`config.mk`:
```
export PLATFORM = sky130hd
export DESIGN_NAME = plob_ctrl
export DESIGN_NICKNAME = d
export VERILOG_FILES = /design/src/sv/plob_pkg.sv /design/src/sv/plob_ctrl.sv
export SDC_FILE = /design/constraint.sdc
export NUM_CORES = 1
export LEC_CHECK = 0
export BUFFER_PORTS_ARGS = -buffer_cell sky130_fd_sc_hd__buf_2
export CAP_MARGIN = 20
export CORE_MARGIN = 2
export CORE_UTILIZATION = 35
export DETAILED_ROUTE_END_ITERATION = 16
export PLACE_DENSITY = 0.58
export SYNTH_ARGS = -nofsm -noshare
export SYNTH_HDL_FRONTEND = slang
export SYNTH_SLANG_ARGS = --single-unit
```
`constraint.sdc`:
```
create_clock -name i_clk -period 1.9 [get_ports i_clk]
set_input_delay 0.38 -clock i_clk [delete_from_list [all_inputs] [get_ports i_clk]]
set_output_delay 0.38 -clock i_clk [all_outputs]
set_load 0.02 [all_outputs]
```
`src/sv/plob_pkg.sv`:
```
// ----------------------------------------------------------------------------
// plob_pkg: shared types and constants of the price level order book
// Status codes, sizes and the controller to datapath command struct.
// ----------------------------------------------------------------------------
package plob_pkg;

    localparam int MAX_ORDERS_DEF   = 4096;
    localparam int PRICE_LEVELS_DEF = 1024;
    localparam int CNT_W            = 13;
    localparam logic [CNT_W-1:0] COUNT_MAX = '1;
    localparam logic [31:0] EMPTY_ASK = 32'hFFFF_FFFF;

    typedef enum logic [1:0] {
        ST_OK        = 2'd0,
        ST_BAD_ID    = 2'd1,
        ST_ABSENT    = 2'd2,
        ST_BAD_PRICE = 2'd3
    } t_status;

    typedef enum logic {
        OP_ADD    = 1'b0,
        OP_CANCEL = 1'b1
    } t_opcode;

    // controller -> datapath
    typedef struct packed {
        logic clr;      // clearing pass, one entry per cycle
        logic load;     // capture input word, read order table
        logic rd;       // read level counts
        logic upd;      // apply add/cancel
        logic scan_init;
        logic scan_rd;  // read counts at scan level
        logic scan_step;
    } t_cmd;

    // datapath -> controller
    typedef struct packed {
        logic clr_done;
        logic need_scan;
        logic scan_done;
    } t_stat;

endpackage

```
`src/sv/plob_ctrl.sv`:
```
// ----------------------------------------------------------------------------
// plob_ctrl: request sequencer
// Clear after reset; then load, read, update, optional rescan, hold result.
// ----------------------------------------------------------------------------
module plob_ctrl (
    input  logic            i_clk,
    input  logic            i_rst_n,
    input  logic            i_in_valid,
    output logic            o_in_ready,
    output logic            o_out_valid,
    input  logic            i_out_ready,
    output plob_pkg::t_cmd  o_cmd,
    input  plob_pkg::t_stat i_stat
);
    import plob_pkg::*;

    typedef enum logic [7:0] {
        S_CLR  = 8'b00000001,
        S_IDLE = 8'b00000010,
        S_RD   = 8'b00000100,
        S_UPD  = 8'b00001000,
        S_SINI = 8'b00010000,
        S_SRD  = 8'b00100000,
        S_SCHK = 8'b01000000,
        S_OUT  = 8'b10000000
    } t_state;

    t_state r_state, n_state;

    assign o_in_ready  = (r_state == S_IDLE);
    assign o_out_valid = (r_state == S_OUT);

    always_comb begin
        n_state         = r_state;
        o_cmd           = '0;
        case (r_state)
            S_CLR: begin
                o_cmd.clr = 1'b1;
                if (i_stat.clr_done) n_state = S_IDLE;
            end
            S_IDLE: begin
                if (i_in_valid) begin
                    o_cmd.load = 1'b1;
                    n_state    = S_RD;
                end
            end
            S_RD: begin
                o_cmd.rd = 1'b1;
                n_state  = S_UPD;
            end
            S_UPD: begin
                o_cmd.upd = 1'b1;
                n_state   = i_stat.need_scan ? S_SINI : S_OUT;
            end
            S_SINI: begin
                o_cmd.scan_init = 1'b1;
                n_state         = S_SRD;
            end
            S_SRD: begin
                o_cmd.scan_rd = 1'b1;
                n_state       = S_SCHK;
            end
            S_SCHK: begin
                o_cmd.scan_step = 1'b1;
                n_state         = i_stat.scan_done ? S_OUT : S_SRD;
            end
            S_OUT: begin
                if (i_out_ready) n_state = S_IDLE;
            end
            default: n_state = S_CLR;
        endcase
    end

    always_ff @(posedge i_clk) begin
        if (!i_rst_n) r_state <= S_CLR;
        else          r_state <= n_state;
    end
endmodule

```
==> flow_summary.json, run 1 <==
{
  "clkTransAtPathRegs_ns": 0.06,
  "ctsRootBufferMaster": "clkbuf_4",
  "dpl_cell_area_sq_um": 652,
  "clock_path_buffers": 2,
  "design_area_sq_um": 773,
  "cts_sinks": 8,
  "cts_hold_buffers": 0,
  "drc_errors": 0,
  "fillers": 146,
  "largestRegisters": "r_state (8)",
  "grt_start_max_net_pins": 12,
  "core_area_sq_um": 1490,
  "slew_violations": 0,
  "synth-main-ff-cell": "dfxtp_1",
  "finalSetupViolations": 0,
  "synth_adder_area_share_pct": 0,
  "wl_per_cell_um": 14.1,
  "synth_mux_area_share_pct": 3.64,
  "grt_usage_pct": 15.8,
  "cp_cell_sequence": "nor3_4 > nand2_2 > or3_4 > inv_2 > buf_6",
  "crit_slowest_cell": "or3_4",
  "clkPwrFrac_pct": 16.5,
  "cts_tree": "done",
  "synth_top_family_by_area": "simple AND/OR/NAND/NOR gates",
  "syn_avg_cell_area_sq_um": 9.15,
  "place_congestion": 0.791,
  "die_h_um": 43.6,
  "synth_xor_area_share_pct": 1.59,
  "antenna_found_initial": 0,
  "max_freq_ghz": 0.532,
  "synth_seq_cells": 8,
  "period_share_pct": 99.0,
  "rsz0062_at_grt": "true",
  "grt_first_pass_wirelength_um": 2150,
  "arrival_ns": 1.50,
  "worstMarginPinSlew_ns": 0.442,
  "crit_path_max_fanout": 4,
  "hp-class": "primary input to flip-flop",
  "largest_reg_flops": 8,
  "path_class": "flip-flop to output port",
  "power_uw": 807,
  "relSlewSlack_pct": 70.2,
  "most-common-layout-cells": "buf_2 (12), buf_4 (11), dfxtp_1 (5), and3_1 (4)",
  "vias": 554,
  "synth-simple-area-share_pct": 45.8,
  "top_register": "r_state",
  "clkLatencyLatePin_ns": 0.26,
  "fp.dieArea_sq_um": 1900,
  "p_leak_uw": 0.000363,
  "fin_crit_ns": 1.88,
  "io_pins": 16,
  "first_pass_iters": 4,
  "syn_inst": 60,
  "end_kind": "output port",
  "maxCapViolCount": 0,
  "internal-power_uw": 483,
  "ys_types": 35,
  "yosysWarnings": 0,
  "antenna_cells": 0,
  "critical_path.max_stage_delay_ns": 0.39,
  "critPathLaunchType": "flip-flop",
  "viasPerCell": 5.49,
  "finalClockSkew_ns": 0.0104,
  "wl_um": 1430,
  "initial_utilization_pct": 36.9,
  "synth_edf_count": 0,
  "pwr-share-seq_pct": 33.1,
  "synth.net_count": 67,
  "status": "finished, final reports clean",
  "yosysSeqAreaShare_pct": 29.2,
  "worstPathRequired_ns": 1.52,
  "power.density_nw_per_um2": 1040,
  "dpl.hpwl_um": 1010,
  "htree_levels": 1,
  "async_flop_share_pct": 0,
  "layout_commonest_cell": "buf_2",
  "synth-compound-area-share_pct": 13.4,
  "p_sw_share_pct": 40.2,
  "port_buffers": 15,
  "hold_viol": 0,
  "worst_slack_ns": 0.0193,
  "dieWidth_um": 43.6,
  "ir_drop_uv": 596,
  "p_comb_share_pct": 50.4,
  "switching_power_uw": 324,
  "ant_nets": 0,
  "drt_iter0_markers": 16,
  "fin_util_pct": 51.9,
  "grt_pass1_vias": 488,
  "cts_buffers": 3,
  "placementRows": 14,
  "grt_overflow": 0,
  "synth_area_sq_um": 549,
  "place_worst_setup_slack_ns": 0.151,
  "drive_gt1_share_pct": 48.2,
  "fin_nets": 94,
  "areaGrowthSynthToFinish_pct": 40.8
}
[path summary, 6_finish.rpt]
check | startpoint | end | slack [ns] | cells after the start
setup / recovery | r_state[3] | o_cmd[6] | 0.02 | 5
hold / removal | i_stat[1] | r_state[4] | 0.37 | 2
setup reg to reg | r_state[7] | r_state[7] | 0.36 | 5
hold reg to reg | r_state[2] | r_state[3] | 0.67 | 3
[layer usage]
metal | share of wire [%] | wire [um] | global-route usage, %
met1 | 42 | 606 | 20.3
met2 | 51 | 727 | 23.2
met3 | 6.5 | 93 | 6.25
met4 | 0 | 0 | 7.27
met5 | 0 | 0 | 0
[cell families (layout without fill, tap and decap cells)]
logic type	after synthesis	in the layout
flip-flops	8	8
buffers and inverters	6	31
XOR/XNOR	1	1
AO/OA/AOI/OAI	9	9
multiplexers	2	2
AND/OR/NAND/NOR	34	34
[worst max-delay path, delay by kind of cell, from the launching register on]
kind / cells / cell delay (ns)
flip-flops: 1 / 0.35
AND/OR/NAND/NOR: 3 / 0.73
buffers and inverters: 2 / 0.16
[through the flow]
| step | instances | setup TNS, ns | hold slack [ns] |
|---|---|---|---|
| 3_3_place_gp | 91 | 0 | 0.620 |
| 4_1_cts | 98 | 0 | 0.361 |
| 6_report | 101 | 0 | 0.366 |
| 3_5_place_dp | 91 | 0 | 0.627 |
| 5_1_grt | 101 | -0.198 | 0.368 |
| 2_1_floorplan | 60 | 0 | 0.446 |
[Yosys cell counts, types with 2 or more instances]
library cell	instances	area, sq um
and2_1	2	12.5
and3_1	4	25.0
dfxtp_1	8	160
inv_1	3	11.3
mux2i_1	2	20.0
nand2b_1	2	12.5
nand4b_1	2	17.5
nor2_1	3	11.3
nor3_1	3	15.0
nor3b_1	2	15.0
nor4b_1	4	35.0
o211ai_1	2	15.0
[final cells by class]
class                           count  area, sq um  share of cell area [%]
Tap cell                           16         20.0                    2.59
Multi-Input combinational cell     46          388                    50.2
Clock buffer                        3         22.5                    2.91
Inverter                            3         11.3                    1.46
Timing Repair Buffer               25          165                    21.4
Sequential cell                     8          166                    21.5
[timing repair]
| item | CTS | global route |
|---|---|---|
| pin swaps | 3 | 3 |
| setup endpoints to repair | 4 | 8 |
| setup buffers | 4 | 4 |
| gates resized for setup | 5 | 10 |
[power groups by stage]
stage                     registers [uW]  clock network [uW]  logic (uW)
after floorplan                      212                   0         348
after global placement               264                   0         363
after detailed placement             263                   0         366
after CTS                            260                 139         384
after global routing                 275                 147         446
final                                267                 133         407
No activity file was read; power rests on OpenSTA's default activity.
==> inputs of run 2 (changes only) <==
==> constraint.sdc (replaced) <==
create_clock -name i_clk -period 1.9 [get_ports i_clk]
set_input_delay 0.38 -clock i_clk [delete_from_list [all_inputs] [get_ports i_clk]]
set_output_delay 0.38 -clock i_clk [all_outputs]
set_load 0.005 [all_outputs]
==> run 2 against run 1 <==
  * Fmax increased by 2.9%
  * Register-to-register slack improved by 0.02 ns
  * Largest power group unchanged
  * Highest routed layer unchanged
  * Utilization decreased by 2.3 points
  * Sequential cell count unchanged
  * Critical path depth decreased by 2
  * Clock skew decreased by 0.0060 ns
  * Critical path type unchanged
  * Clock-buffer cell count unchanged
  * Combinational power decreased by 20%
  * Clock power about the same
  * Total power decreased by 7.4%
  * Via count decreased by 2.0%
  * Setup slack improved by 0.053 ns
==> flow_summary.json, run 2 (same netlist as run 1, synthesis figures left out) <==
{
  "status": "finished, final reports clean",
  "critical_path.max_stage_delay_ns": 0.47,
  "switching_power_uw": 278,
  "design_area_sq_um": 739,
  "reg2regPathDepth": 5,
  "startpoint": "r_state[4]",
  "place_congestion": 0.717,
  "clkTransAtPathRegs_ns": 0.06,
  "finalClockSkew_ns": 0.00439,
  "clkPwrFrac_pct": 18.1,
  "grt_pass1_vias": 428,
  "top_register": "r_state",
  "cts_buffers": 3,
  "p_comb_share_pct": 43.4,
  "core_area_sq_um": 1490,
  "port_buffers": 15,
  "crit_slowest_cell": "nor4_1",
  "r2r_slack_ns": 0.38,
  "grt_overflow": 0,
  "viasPerCell": 5.54,
  "clkLatencyLatePin_ns": 0.26,
  "pwr-share-seq_pct": 38.5,
  "vias": 543,
  "path_class": "flip-flop to output port",
  "place_worst_setup_slack_ns": 0.238,
  "max_freq_ghz": 0.547,
  "grt_usage_pct": 15.0,
  "layout_commonest_cell": "buf_2",
  "crit_path_max_fanout": 6,
  "end_kind": "output port",
  "final.setup.tns_ns": 0,
  "hold_viol": 0,
  "die_h_um": 43.6,
  "wl_per_cell_um": 13.1,
  "htree_levels": 1,
  "p_leak_uw": 0.000349,
  "drc_errors": 0,
  "worstPathRequired_ns": 1.52,
  "fin_crit_ns": 1.83,
  "dpl_cell_area_sq_um": 636,
  "placementRows": 14,
  "timing.critical_path.depth": 3,
  "wl_um": 1290,
  "grt_first_pass_wirelength_um": 2080,
  "first_pass_iters": 3,
  "p_sw_share_pct": 37.2,
  "clock_path_buffers": 2,
  "finalSetupViolations": 0,
  "largest_reg_flops": 8,
  "period_share_pct": 96.2,
  "grt_start_max_net_pins": 12,
  "largestRegisters": "r_state (8)",
  "fp.dieArea_sq_um": 1900,
  "cts_sinks": 8,
  "cts_tree": "done",
  "relSlewSlack_pct": 70.6,
  "dpl.hpwl_um": 939,
  "arrival_ns": 1.45,
  "ant_nets": 0,
  "fin_nets": 91,
  "critical-path-top-delay-family": "simple AND/OR/NAND/NOR gates",
  "areaGrowthSynthToFinish_pct": 34.6,
  "critPathLaunchType": "flip-flop",
  "power.density_nw_per_um2": 1010,
  "cp_cell_sequence": "nor4_1 > and3_1 > buf_2",
  "io_pins": 16,
  "slew_violations": 0,
  "dieWidth_um": 43.6,
  "critical_path_buf_inv_count": 1,
  "initial_utilization_pct": 36.9,
  "hold_slack_ns": 0.378,
  "cp-endpoint": "o_cmd[0]",
  "worst_slack_ns": 0.0724,
  "r2r_end": "r_state[7]",
  "ctsRootBufferMaster": "clkbuf_4",
  "fillers": 155,
  "regToRegStartpoint": "r_state[0]",
  "ir_drop_uv": 578,
  "drt_iter0_markers": 7,
  "internal-power_uw": 470,
  "antenna_cells": 0,
  "hp-class": "primary input to flip-flop",
  "drive_gt1_share_pct": 46.3,
  "worstMarginPinSlew_ns": 0.437,
  "antenna_found_initial": 0,
  "most-common-layout-cells": "buf_2 (15), buf_4 (7), and3_1 (4), dfxtp_1 (4)",
  "maxCapViolCount": 0
}
-- run 2: cell types whose count changed in the layout (fill, tap and decap cells not counted), sizes merged --
cell  delta
buf      -3
-- run 2: metal layers --
layer / vias up / GRT usage [%] / part of all wire [%] / routed length [um]
met5: - / 0 / 0 / 0
met4: 0 / 7.27 / 0 / 0
met3: 0 / 3.75 / 3.9 / 50
met2: 10 / 20.3 / 49 / 624
met1: 259 / 21.9 / 48 / 612
li1: 274 / - / - / -
-- run 2: cell type report --
cell class	count	area, sq um	share of cell area (%)
clock buffers	3	22.5	3.05
inverters	3	11.3	1.52
multi-input cells	46	388	52.5
flip-flops and latches	8	170	23.0
well taps	16	20.0	2.71
repair buffers	22	128	17.3
-- run 2: per-stage QoR --
step                power (uW)  cells  utilization [%]
floorplan                  520     60                -
global placement           568     90             42.7
detailed placement         567     90             42.7
CTS                        734     96             46.3
global route               806     98             49.7
finish                     748     98             49.7
-- run 2: worst min-delay path by stage --
stage	slack (ns)	to	depth (start not counted)	start
6_report	0.38	r_state[0]	2	i_rst_n
5_1_grt	0.38	r_state[0]	2	i_rst_n
4_1_cts	0.37	r_state[0]	2	i_rst_n
3_5_place_dp	0.62	r_state[3]	2	r_state[2]
3_3_place_gp	0.61	r_state[3]	2	r_state[2]
2_1_floorplan	0.45	r_state[0]	1	i_rst_n
-- run 2: power groups by stage --
stage	Clock, uW	Combinational, uW	Sequential [uW]
5_1_grt	148	361	296
4_1_cts	141	318	274
2_1_floorplan	0	308	212
6_report	135	324	288
3_3_place_gp	0	293	275
3_5_place_dp	0	292	275
-- run 2: repair_timing --
action / in CTS / in global routing
pin swaps: 2 / 7
resized for setup: 1 / 11
setup endpoints to repair: 4 / 9
hold buffers: 0 / 0
setup buffers: 3 / 2
